[src/rtl/extended_gcd_mod_inverse_top_defines.svh]
// assertion macros shared by the rtl files
`ifndef EXTENDED_GCD_MOD_INVERSE_TOP_DEFINES_SVH
`define EXTENDED_GCD_MOD_INVERSE_TOP_DEFINES_SVH

// condition that must hold at every clock edge out of reset
`define EGCD_ASSERT(lbl, cond, msg) \
  lbl: assert property (@(posedge clk) disable iff (!rst_n) (cond)) else $error(msg);

// condition in one cycle implies a condition in the next cycle
`define EGCD_ASSERT_NEXT(lbl, pre, post, msg) \
  lbl: assert property (@(posedge clk) disable iff (!rst_n) (pre) |=> (post)) else $error(msg);

`endif

[src/rtl/egcd_pkg.sv]
`timescale 1ns / 1ps

package egcd_pkg;

  localparam int OPW   = 32;
  localparam int CNT_W = $clog2(OPW);

  localparam logic [OPW-1:0] MOST_NEG = {1'b1, {(OPW-1){1'b0}}};
  localparam logic [OPW-1:0] VAL_ZERO = '0;
  localparam logic [OPW-1:0] VAL_ONE  = {{(OPW-1){1'b0}}, 1'b1};
  localparam logic [OPW-2:0] GCD_ONE  = {{(OPW-2){1'b0}}, 1'b1};
  localparam logic [CNT_W-1:0] CNT_LAST = CNT_W'(OPW - 1);

  typedef enum logic [3:0] {
    S_IDLE,
    S_CHECK,
    S_DIV_WAIT,
    S_MUL_S,
    S_UPD_S,
    S_MUL_T,
    S_UPD_T,
    S_SIGN,
    S_INV_START,
    S_INV_WAIT,
    S_FINISH
  } egcd_state_t;

  // request toward the shared divider
  typedef struct packed {
    logic           start;
    logic [OPW-1:0] dividend;
    logic [OPW-1:0] divisor;
  } egcd_div_req_t;

  // answer from the shared divider
  typedef struct packed {
    logic           busy;
    logic           done;
    logic [OPW-1:0] quot;
    logic [OPW-1:0] rem;
  } egcd_div_rsp_t;

endpackage

[src/rtl/extended_gcd_mod_inverse_top.sv]
`timescale 1ns / 1ps
`include "extended_gcd_mod_inverse_top_defines.svh"

// each euclid step runs check, divider wait, the s multiply and update, then the t multiply
// and update; sign, inverse and finish follow, and a zero second operand goes from check to sign
// throughput: one item at a time, paced by the bit-serial divider that the loop and inverse share
// next item is taken as soon as the previous result sits in the output register;
// a full, stalled output register holds the sequencer in finish
// reset: synchronous active-low rst_n clears the sequencer and the output valid flag

module extended_gcd_mod_inverse_top (
  input  logic                                clk,
  input  logic                                rst_n,
  input  logic                                in_valid,
  output logic                                in_stall,
  input  logic signed [egcd_pkg::OPW-1:0]     in_first_operand,
  input  logic signed [egcd_pkg::OPW-1:0]     in_second_operand,
  output logic                                out_valid,
  input  logic                                out_stall,
  output logic        [egcd_pkg::OPW-2:0]     out_gcd_value,
  output logic signed [egcd_pkg::OPW-1:0]     out_coef_x,
  output logic signed [egcd_pkg::OPW-1:0]     out_coef_y,
  output logic        [egcd_pkg::OPW-2:0]     out_inverse_value,
  output logic                                out_inverse_exists
);

  egcd_pkg::egcd_state_t   state_r, state_nxt;
  egcd_pkg::egcd_div_req_t div_req;
  egcd_pkg::egcd_div_rsp_t div_rsp;

  // working registers of the euclid loop
  logic [egcd_pkg::OPW-1:0] b0_r, b0_nxt;       // modulus kept for the inverse
  logic [egcd_pkg::OPW-1:0] ca_r, ca_nxt;
  logic [egcd_pkg::OPW-1:0] cb_r, cb_nxt;
  logic [egcd_pkg::OPW-1:0] os_r, os_nxt;       // bezout pair for a
  logic [egcd_pkg::OPW-1:0] s_r, s_nxt;
  logic [egcd_pkg::OPW-1:0] ot_r, ot_nxt;       // bezout pair for b
  logic [egcd_pkg::OPW-1:0] t_r, t_nxt;
  logic [egcd_pkg::OPW-1:0] q_r, q_nxt;
  logic [egcd_pkg::OPW-1:0] prod_r, prod_nxt;
  logic [egcd_pkg::OPW-2:0] g_r, g_nxt;
  logic [egcd_pkg::OPW-1:0] x_r, x_nxt;
  logic [egcd_pkg::OPW-1:0] y_r, y_nxt;
  logic [egcd_pkg::OPW-2:0] inv_r, inv_nxt;
  logic                     ok_r, ok_nxt;

  // output register
  logic                     out_valid_r, out_valid_nxt;
  logic [egcd_pkg::OPW-2:0] out_g_r, out_g_nxt;
  logic [egcd_pkg::OPW-1:0] out_x_r, out_x_nxt;
  logic [egcd_pkg::OPW-1:0] out_y_r, out_y_nxt;
  logic [egcd_pkg::OPW-2:0] out_inv_r, out_inv_nxt;
  logic                     out_ok_r, out_ok_nxt;

  logic                     in_xfer;
  logic                     out_xfer;
  logic [egcd_pkg::OPW-1:0] a_sat, b_sat;
  logic [egcd_pkg::OPW-1:0] mul_op;
  logic [2*egcd_pkg::OPW-1:0] mul_full;
  logic [egcd_pkg::OPW-1:0] ca_abs;
  logic [egcd_pkg::OPW-1:0] inv_fix;
  logic                     div_waiting;
  logic                     out_inv_ok;

  assign in_stall = (state_r != egcd_pkg::S_IDLE);
  assign in_xfer  = in_valid && !in_stall;
  assign out_xfer = out_valid_r && !out_stall;

  // most negative operand is saturated one step toward zero
  assign a_sat = (in_first_operand == egcd_pkg::MOST_NEG) ?
                 (in_first_operand + egcd_pkg::VAL_ONE) : in_first_operand;
  assign b_sat = (in_second_operand == egcd_pkg::MOST_NEG) ?
                 (in_second_operand + egcd_pkg::VAL_ONE) : in_second_operand;

  // single multiplier, shared by the s and t updates; only the low half is kept
  assign mul_op   = (state_r == egcd_pkg::S_MUL_T) ? t_r : s_r;
  assign mul_full = q_r * mul_op;

  assign ca_abs  = ca_r[egcd_pkg::OPW-1] ? (-ca_r) : ca_r;
  // truncated remainder of x by a positive modulus, moved into [0, b)
  assign inv_fix = div_rsp.rem[egcd_pkg::OPW-1] ? (div_rsp.rem + b0_r) : div_rsp.rem;

  // shared divider: euclid quotient in the loop, x mod b at the end
  always_comb begin
    div_req.start    = 1'b0;
    div_req.dividend = ca_r;
    div_req.divisor  = cb_r;
    case (state_r)
      egcd_pkg::S_CHECK: begin
        div_req.start = (cb_r != egcd_pkg::VAL_ZERO);
      end
      egcd_pkg::S_INV_START: begin
        div_req.start    = 1'b1;
        div_req.dividend = x_r;
        div_req.divisor  = b0_r;
      end
      default: begin
        div_req.start = 1'b0;
      end
    endcase
  end

  egcd_div u_div (
    .clk   (clk),
    .rst_n (rst_n),
    .req   (div_req),
    .rsp   (div_rsp)
  );

  // sequencer
  always_comb begin
    state_nxt     = state_r;
    b0_nxt        = b0_r;
    ca_nxt        = ca_r;
    cb_nxt        = cb_r;
    os_nxt        = os_r;
    s_nxt         = s_r;
    ot_nxt        = ot_r;
    t_nxt         = t_r;
    q_nxt         = q_r;
    prod_nxt      = prod_r;
    g_nxt         = g_r;
    x_nxt         = x_r;
    y_nxt         = y_r;
    inv_nxt       = inv_r;
    ok_nxt        = ok_r;
    out_valid_nxt = out_xfer ? 1'b0 : out_valid_r;
    out_g_nxt     = out_g_r;
    out_x_nxt     = out_x_r;
    out_y_nxt     = out_y_r;
    out_inv_nxt   = out_inv_r;
    out_ok_nxt    = out_ok_r;
    case (state_r)
      egcd_pkg::S_IDLE: begin
        if (in_xfer) begin
          b0_nxt    = b_sat;
          ca_nxt    = a_sat;
          cb_nxt    = b_sat;
          os_nxt    = egcd_pkg::VAL_ONE;
          s_nxt     = egcd_pkg::VAL_ZERO;
          ot_nxt    = egcd_pkg::VAL_ZERO;
          t_nxt     = egcd_pkg::VAL_ONE;
          state_nxt = egcd_pkg::S_CHECK;
        end
      end
      egcd_pkg::S_CHECK: begin
        if (cb_r == egcd_pkg::VAL_ZERO) begin
          state_nxt = egcd_pkg::S_SIGN;
        end else begin
          state_nxt = egcd_pkg::S_DIV_WAIT;
        end
      end
      egcd_pkg::S_DIV_WAIT: begin
        if (div_rsp.done) begin
          q_nxt     = div_rsp.quot;
          ca_nxt    = cb_r;
          cb_nxt    = div_rsp.rem;
          state_nxt = egcd_pkg::S_MUL_S;
        end
      end
      egcd_pkg::S_MUL_S: begin
        prod_nxt  = mul_full[egcd_pkg::OPW-1:0];
        state_nxt = egcd_pkg::S_UPD_S;
      end
      egcd_pkg::S_UPD_S: begin
        os_nxt    = s_r;
        s_nxt     = os_r - prod_r;
        state_nxt = egcd_pkg::S_MUL_T;
      end
      egcd_pkg::S_MUL_T: begin
        prod_nxt  = mul_full[egcd_pkg::OPW-1:0];
        state_nxt = egcd_pkg::S_UPD_T;
      end
      egcd_pkg::S_UPD_T: begin
        ot_nxt    = t_r;
        t_nxt     = ot_r - prod_r;
        state_nxt = egcd_pkg::S_CHECK;
      end
      egcd_pkg::S_SIGN: begin
        // negative final remainder flips gcd and both coefficients
        g_nxt   = ca_abs[egcd_pkg::OPW-2:0];
        x_nxt   = ca_r[egcd_pkg::OPW-1] ? (-os_r) : os_r;
        y_nxt   = ca_r[egcd_pkg::OPW-1] ? (-ot_r) : ot_r;
        inv_nxt = '0;
        ok_nxt  = 1'b0;
        if ((ca_abs[egcd_pkg::OPW-2:0] == egcd_pkg::GCD_ONE) && !b0_r[egcd_pkg::OPW-1] &&
            (b0_r != egcd_pkg::VAL_ZERO)) begin
          state_nxt = egcd_pkg::S_INV_START;
        end else begin
          state_nxt = egcd_pkg::S_FINISH;
        end
      end
      egcd_pkg::S_INV_START: begin
        state_nxt = egcd_pkg::S_INV_WAIT;
      end
      egcd_pkg::S_INV_WAIT: begin
        if (div_rsp.done) begin
          inv_nxt   = inv_fix[egcd_pkg::OPW-2:0];
          ok_nxt    = 1'b1;
          state_nxt = egcd_pkg::S_FINISH;
        end
      end
      egcd_pkg::S_FINISH: begin
        // hand the result to the output register once it is free
        if (!out_valid_r || !out_stall) begin
          out_valid_nxt = 1'b1;
          out_g_nxt     = g_r;
          out_x_nxt     = x_r;
          out_y_nxt     = y_r;
          out_inv_nxt   = inv_r;
          out_ok_nxt    = ok_r;
          state_nxt     = egcd_pkg::S_IDLE;
        end
      end
      default: begin
        state_nxt = egcd_pkg::S_IDLE;
      end
    endcase
  end

  always_ff @(posedge clk) begin
    if (!rst_n) begin
      state_r     <= egcd_pkg::S_IDLE;
      out_valid_r <= 1'b0;
    end else begin
      state_r     <= state_nxt;
      out_valid_r <= out_valid_nxt;
    end
  end

  always_ff @(posedge clk) begin
    b0_r      <= b0_nxt;
    ca_r      <= ca_nxt;
    cb_r      <= cb_nxt;
    os_r      <= os_nxt;
    s_r       <= s_nxt;
    ot_r      <= ot_nxt;
    t_r       <= t_nxt;
    q_r       <= q_nxt;
    prod_r    <= prod_nxt;
    g_r       <= g_nxt;
    x_r       <= x_nxt;
    y_r       <= y_nxt;
    inv_r     <= inv_nxt;
    ok_r      <= ok_nxt;
    out_g_r   <= out_g_nxt;
    out_x_r   <= out_x_nxt;
    out_y_r   <= out_y_nxt;
    out_inv_r <= out_inv_nxt;
    out_ok_r  <= out_ok_nxt;
  end

  assign out_valid          = out_valid_r;
  assign out_gcd_value      = out_g_r;
  assign out_coef_x         = out_x_r;
  assign out_coef_y         = out_y_r;
  assign out_inverse_value  = out_inv_r;
  assign out_inverse_exists = out_ok_r;

  // helper terms for the checks below
  assign div_waiting = (state_r == egcd_pkg::S_DIV_WAIT) || (state_r == egcd_pkg::S_INV_WAIT);
  assign out_inv_ok  = !out_valid_r || !out_ok_r || (out_g_r == egcd_pkg::GCD_ONE);

  `EGCD_ASSERT(a_top_done_expected, !div_rsp.done || div_waiting, "divider result unexpected")
  `EGCD_ASSERT(a_top_inv_gcd, out_inv_ok, "inverse flagged with gcd not one")
  `EGCD_ASSERT_NEXT(a_top_no_overwrite, out_valid_r && out_stall, out_valid_r, "result dropped")

endmodule

[src/rtl/egcd_div.sv]
`timescale 1ns / 1ps
`include "extended_gcd_mod_inverse_top_defines.svh"

// signed truncating divider, one quotient bit per cycle (restoring)
module egcd_div (
  input  logic                   clk,
  input  logic                   rst_n,
  input  egcd_pkg::egcd_div_req_t req,
  output egcd_pkg::egcd_div_rsp_t rsp
);

  logic                          busy_r, busy_nxt;
  logic                          done_r, done_nxt;
  logic [egcd_pkg::CNT_W-1:0]    cnt_r, cnt_nxt;
  logic [egcd_pkg::OPW-1:0]      rem_r, rem_nxt;
  logic [egcd_pkg::OPW-1:0]      quo_r, quo_nxt;
  logic [egcd_pkg::OPW-1:0]      dvs_r, dvs_nxt;
  logic                          qneg_r, qneg_nxt;
  logic                          rneg_r, rneg_nxt;
  logic [egcd_pkg::OPW:0]        trial;
  logic [egcd_pkg::OPW-1:0]      dnd_mag;
  logic [egcd_pkg::OPW-1:0]      dvs_mag;

  assign dnd_mag = req.dividend[egcd_pkg::OPW-1] ? (-req.dividend) : req.dividend;
  assign dvs_mag = req.divisor[egcd_pkg::OPW-1]  ? (-req.divisor)  : req.divisor;
  assign trial   = {rem_r, quo_r[egcd_pkg::OPW-1]} - {1'b0, dvs_r};

  always_comb begin
    busy_nxt = busy_r;
    done_nxt = 1'b0;
    cnt_nxt  = cnt_r;
    rem_nxt  = rem_r;
    quo_nxt  = quo_r;
    dvs_nxt  = dvs_r;
    qneg_nxt = qneg_r;
    rneg_nxt = rneg_r;
    if (req.start && !busy_r) begin
      busy_nxt = 1'b1;
      cnt_nxt  = egcd_pkg::CNT_LAST;
      rem_nxt  = '0;
      quo_nxt  = dnd_mag;
      dvs_nxt  = dvs_mag;
      qneg_nxt = req.dividend[egcd_pkg::OPW-1] ^ req.divisor[egcd_pkg::OPW-1];
      rneg_nxt = req.dividend[egcd_pkg::OPW-1];
    end else if (busy_r) begin
      if (!trial[egcd_pkg::OPW]) begin
        rem_nxt = trial[egcd_pkg::OPW-1:0];
        quo_nxt = {quo_r[egcd_pkg::OPW-2:0], 1'b1};
      end else begin
        rem_nxt = {rem_r[egcd_pkg::OPW-2:0], quo_r[egcd_pkg::OPW-1]};
        quo_nxt = {quo_r[egcd_pkg::OPW-2:0], 1'b0};
      end
      cnt_nxt = cnt_r - 1'b1;
      if (cnt_r == '0) begin
        busy_nxt = 1'b0;
        done_nxt = 1'b1;
      end
    end
  end

  always_ff @(posedge clk) begin
    if (!rst_n) begin
      busy_r <= 1'b0;
      done_r <= 1'b0;
    end else begin
      busy_r <= busy_nxt;
      done_r <= done_nxt;
    end
  end

  always_ff @(posedge clk) begin
    cnt_r  <= cnt_nxt;
    rem_r  <= rem_nxt;
    quo_r  <= quo_nxt;
    dvs_r  <= dvs_nxt;
    qneg_r <= qneg_nxt;
    rneg_r <= rneg_nxt;
  end

  assign rsp.busy = busy_r;
  assign rsp.done = done_r;
  assign rsp.quot = qneg_r ? (-quo_r) : quo_r;
  assign rsp.rem  = rneg_r ? (-rem_r) : rem_r;

  `EGCD_ASSERT(a_div_start_idle, !(req.start && busy_r), "divider started while busy")
  `EGCD_ASSERT(a_div_nonzero, !(req.start && (req.divisor == egcd_pkg::VAL_ZERO)), "divide by zero")
  `EGCD_ASSERT(a_div_rem_small, !done_r || (rem_r < dvs_r), "remainder not below divisor")
  `EGCD_ASSERT_NEXT(a_div_done_pulse, done_r, !done_r && !busy_r, "done longer than one cycle")

endmodule

[config.mk]
export PLATFORM = sky130hd
export DESIGN_NAME = extended_gcd_mod_inverse_top
export DESIGN_NICKNAME = d
export VERILOG_FILES = /design/src/rtl/egcd_pkg.sv /design/src/rtl/extended_gcd_mod_inverse_top.sv /design/src/rtl/egcd_div.sv
export VERILOG_INCLUDE_DIRS = /design/src /design/src/rtl
export SDC_FILE = /design/constraint.sdc
export NUM_CORES = 2
export LEC_CHECK = 0
export ABC_AREA = 1
export BUFFER_PORTS_ARGS = -buffer_cell sky130_fd_sc_hd__buf_2
export CORE_MARGIN = 2
export CORE_UTILIZATION = 35
export CTS_BUF_LIST = sky130_fd_sc_hd__clkbuf_4 sky130_fd_sc_hd__clkbuf_8
export CTS_CLUSTER_SIZE = 40
export DETAILED_ROUTE_END_ITERATION = 6
export REMOVE_ABC_BUFFERS = 1
export SYNTH_ARGS = -nofsm -noshare
export SYNTH_HDL_FRONTEND = slang
export SYNTH_SLANG_ARGS = --single-unit
[constraint.sdc]
create_clock -name clk -period 18.75 [get_ports clk]
set_input_delay 3.75 -clock clk [delete_from_list [all_inputs] [get_ports clk]]
set_output_delay 3.75 -clock clk [all_outputs]
set_load 0.005 [all_outputs]
# Word-level counts from Yosys, hierarchy flattened
# Index checks and enable logic that the tools add are counted.
# classes
add_sub_neg,14
n_mul,1
eq_ne,17
muxes,47
n_bitwise,3
n_reduce_logical,32
# op_table
cell,n
2-to-1 mux 32 bit,17
one-hot mux 32 bit (2 select lines),6
negator 32 bit,6
2-to-1 mux 31 bit,4
"adder 32 x 1 -> 32 bit, second input constant",2
"== test 32 bit, second input constant",2
2-to-1 mux 64 bit,1
nonzero test 32 bit,2
subtractor 32 bit,2
one-hot mux 31 bit (2 select lines),1
one-hot mux 4 bit (11 select lines),1
subtractor 33 x 32 -> 33 bit,1
zero test 32 bit,1
multiplier 32 x 32 -> 32 bit,1
adder 31 bit,1
"== test 31 x 1 -> 1 bit, second input constant",1
negator 31 bit,1
"== test 4 x 3 -> 1 bit, second input constant",4
2-to-1 mux 4 bit,4
"== test 4 bit, second input constant",3
AND reduction 2 bit,6
nonzero test 2 bit,5
2-to-1 mux 1 bit,9
"== test 4 x 2 -> 1 bit, second input constant",2
other kinds (19),31
# word_totals
ff_bits,652
output_inout_bits,129
wordCells,144

# Longest topological paths before layout
# logic_depth
ltp_word,7
mapped_depth,39
ltp_nobuf,36

# Modules after synthesis
# A second synthesis with hierarchy kept.
# hier_totals
hier_cells,6291
area_unflattened_um2,52930.8
# by_module_without_submodules
module,n_inst,cells_per_inst,area_each_um2,seq_area_each_um2
extended_gcd_mod_inverse_top,1,4648,42799.8,16375.7
egcd_div,1,1643,10131.0,2762.6

# Least setup slack after synthesis
# No wires, ideal clock.
# synth_timing
path_type,input to register
start,in out_stall
end,"reg out_x_r, in the netlist out_coef_x[0] (enable)"
setup_ns,0.614
t_arrival_ns,9.119
path_slack_ns,9.016
cell_stages,3
cell_sequence,nand2_1 inv_1 nor2_1
# synth_between
elab_chain_cells,3
# synth_lines
element,line,source
from (decl),extended_gcd_mod_inverse_top.sv:19,"input logic out_stall,"
zero test 1 bit,extended_gcd_mod_inverse_top.sv:205,if (!out_valid_r || !out_stall) begin
logical OR 1 bit,extended_gcd_mod_inverse_top.sv:205,
AND reduction 2 bit (no source line),--,
to (signal assigned),extended_gcd_mod_inverse_top.sv:247,out_x_r <= out_x_nxt;
to (decl),extended_gcd_mod_inverse_top.sv:50,"logic [egcd_pkg::OPW-1:0] out_x_r, out_x_nxt;"
# Every way passes these cells.
# A chain may end at the register's enable or synchronous reset.

# Worst setup path in the final report
# layout_timing
start,reg state_r[0]
end,"reg prod_r[25] (netlist name), data pin"
# layout_between
elab_chain_cells,3
# layout_lines
element,line,source
from (decl),extended_gcd_mod_inverse_top.sv:27,"egcd_pkg::egcd_state_t state_r, state_nxt;"
from (signal assigned),extended_gcd_mod_inverse_top.sv:223,state_r <= egcd_pkg::S_IDLE;
from (signal assigned),extended_gcd_mod_inverse_top.sv:226,state_r <= state_nxt;
== test 4 x 3 -> 1 bit,extended_gcd_mod_inverse_top.sv:76,assign mul_op = (state_r == egcd_pkg::S_MUL_T) ? t_r : s_r;
2-to-1 mux 32 bit,extended_gcd_mod_inverse_top.sv:76,
multiplier 32 x 32 -> 32 bit,extended_gcd_mod_inverse_top.sv:77,assign mul_full = q_r * mul_op;
named net mul_full (one bit),extended_gcd_mod_inverse_top.sv:59,logic [2*egcd_pkg::OPW-1:0] mul_full;
to (signal assigned),extended_gcd_mod_inverse_top.sv:240,prod_r <= prod_nxt;
to (decl),extended_gcd_mod_inverse_top.sv:40,"logic [egcd_pkg::OPW-1:0] prod_r, prod_nxt;"
# The timed path passes the listed nets, and every way through them passes these cells.

==> impl_metrics.env <==
export IMPL_most_common_flop_cell_mapped_by_yosys="edfxtp_1"
export IMPL_maximum_number_of_pins_on_one_net_before_global_route_repair=99
export IMPL_core_region_area_um2=148000
export IMPL_cts_inserted_buffers=111
export IMPL_slowest_stage="inv_1"
export IMPL_worst_path_largest_cell_delay_ns=0.61
export IMPL_post_cts_resize_count=0
export IMPL_fin_worst_skew_ns=0.0638
export IMPL_max_cap_viol_count=0
export IMPL_fillers=14934
export IMPL_worst_path_max_fanout=28
export IMPL_number_of_h_tree_branching_levels=3
export IMPL_ant_nets=0
export IMPL_die_area_um2=152000
export IMPL_global_placer_s_final_weighted_congestion=0.968
export IMPL_cts_root_buf="clkbuf_8"
export IMPL_max_slew_margin_pct=25.4
export IMPL_layout_common_cells="nand2_1 (1156), inv_1 (1007), nor2_1 (742)"
export IMPL_yosys_cell_types_count=67
export IMPL_cts_clock_pin_slew_for_the_worst_setup_and_hold_paths_ns=0.07
export IMPL_timing_fmax_mhz=114
export IMPL_worst_skew_pair_late_latency_ns=0.86
export IMPL_timing_hold_worst_class="flop to flop"
export IMPL_drt_pre_antenna_iters=6
export IMPL_worst_setup_path_type="flop to flop"
export IMPL_dp_hpwl_um=137000
export IMPL_numPortBuffers=196
export IMPL_synth_yosys_seq_area_share_pct=36.7
export IMPL_grt_pass1_vias=41458
export IMPL_synth_area_top_cells="edfxtp_1 (35%), fa_1 (16%), nand2_1 (8.3%), inv_1 (7.2%), ha_1 (6.2%)"
export IMPL_mappedNetlistArea_um2=52100
export IMPL_grt_overflow=0
export IMPL_synthesis_area_per_instance_um2=8.71
export IMPL_placement_rows=141
export IMPL_post_route_worst_setup_slack_ns=9.99
export IMPL_numClockSinks=652
export IMPL_cts_tree="yes"
export IMPL_worst_setup_path_start_kind="flop"
export IMPL_timing_final_crit_share_pct=46.7
export IMPL_post_drt_via_cell_ratio=5.10
export IMPL_multiInputGateArea_um2=28400
export IMPL_finalSetupViolations=0
export IMPL_groute_usage_overall_pct=22.5
export IMPL_synthCells=5987
export IMPL_routed_length_per_placed_instance_um=21.1
export IMPL_die_width_um=390
export IMPL_chipHeight_um=390
export IMPL_yosys_register_bits=652
export IMPL_num_io_pins=197
export IMPL_worst_slack_placed_ns=10.08
export IMPL_drt_iter0_markers=3636
export IMPL_wirelength_um=172000
export IMPL_fin_crit_period_ns=8.76
export IMPL_area_growth_pct=10.2
export IMPL_drv_slew=0
export IMPL_synth_area_leader_cell="edfxtp_1"
export IMPL_critPathRequiredTime_ns=19.36
export IMPL_antenna_violations_before_repair=9
export IMPL_postCtsSetupBuffers=0
export IMPL_cts_root_to_sink_buffers=3
export IMPL_global_route_wire_length_before_repair_um=257000
export IMPL_timing_setup_tns_ns=0
export IMPL_report_final_hold_viol_count=0
export IMPL_synth_edff_count=608
export IMPL_layout_nets=6899
export IMPL_detail_route_drc_violations=0
export IMPL_ctsHoldBuffers=0
export IMPL_critPathArrivalTime_ns=9.37
export IMPL_grt_setup_unrepaired="no"
export IMPL_crit_path_frequent_cell="fa_1"
export IMPL_mostFrequentLayoutCell="nand2_1"
export IMPL_synth_largest_type_area_fraction_pct=35.0
export IMPL_final_layout_size_suffix_gt1_share_pct=8.68
export IMPL_initial_util_pct=35.3
export IMPL_regArea_um2=19100
export IMPL_route_vias_total=41737
export IMPL_run_status="finished clean"
export IMPL_final_core_util_pct=38.9
export IMPL_synth_async_sr_flop_share_pct=0
export IMPL_worst_pin_slew_ns=1.12
export IMPL_critical_path_endpoint_type="flop"
export IMPL_ys_warnings_count=0
synthesized netlist by cell type, types with 5 or more instances:
master and n:
a221oi_1 5, buf_2 16, o21ai_4 6, o21ai_0 297, nand2_1 1158, dfxtp_1 44
o211ai_1 31, a31oi_1 23, nor2_4 8, o21bai_1 10, a21oi_1 319, o21a_1 37
nand4_1 45, o21ai_2 7, and2_1 6, nor3_1 57, o31ai_1 12, inv_1 1007
nor4_1 52, nand3_1 197, xnor2_1 80, clkinv_1 9, nor2_2 11, buf_6 16
edfxtp_1 608, a21o_1 13, or2_2 24, nand3b_1 12, nor2_1 746, o21ai_1 36
xor2_1 191, clkbuf_1 157, nand2_2 15, fa_1 412, ha_1 259, inv_2 10
metrics by stage:
step / instances / hold WS [ns] / area (um^2)
detailed placement: 7977 / 0.405 / 55200
floorplan: 5795 / 0.400 / 51300
CTS: 8183 / 0.418 / 57400
finish: 8187 / 0.413 / 57500
global placement: 7977 / 0.404 / 55200
global route: 8186 / 0.422 / 57500
area by class of cell:
cell class / instances / share of cell area, %
well taps: 1930 / 4.20
diodes: 4 / 0.0174
inverters: 1026 / 6.70
flip-flops and latches: 652 / 33.3
multi-input cells: 4117 / 49.3
clock buffers: 139 / 3.10
repair buffers: 252 / 2.44
clock inverters: 67 / 0.880
metal layers:
metal,share of wire (%),vias to the layer above,track usage [%]
li1,-,19579,-
met1,41,20314,28.2
met2,49,1532,39.0
met3,6.4,308,3.34
met4,4.1,4,8.70
met5,0.015,-,0
worst paths after layout:
path | from | to | slack [ns] | depth (start not counted)
max | state_r[0] | prod_r[25] | 9.99 | 31
min | y_r[10] | out_coef_y[10] | 0.41 | 0
max reg2reg | state_r[0] | prod_r[25] | 9.99 | 31
min reg2reg | y_r[10] | out_coef_y[10] | 0.41 | 0
cell families after synthesis:
family,count (synthesis),share of synthesized area [%]
AND/OR/NAND/NOR,2347,18.7
flip-flops,652,36.7
adder cells (fa/ha/maj),671,22.0
XOR/XNOR,274,4.67
AO/OA/AOI/OAI,822,8.83
multiplexers,3,0.0672
buffers and inverters,1218,9.04
critical path, delay by kind of cell (launching register included):
family,cells,cell delay (ns)
fa+ha+maj,9,4.14
buf+inv,9,1.45
simple gates,7,1.31
compound gates,5,1.03
flops,1,0.44
xor+xnor,1,0.09
Power is not shown: default switching activity piles up to over one toggle a cycle in this logic, so the estimate is an artifact.
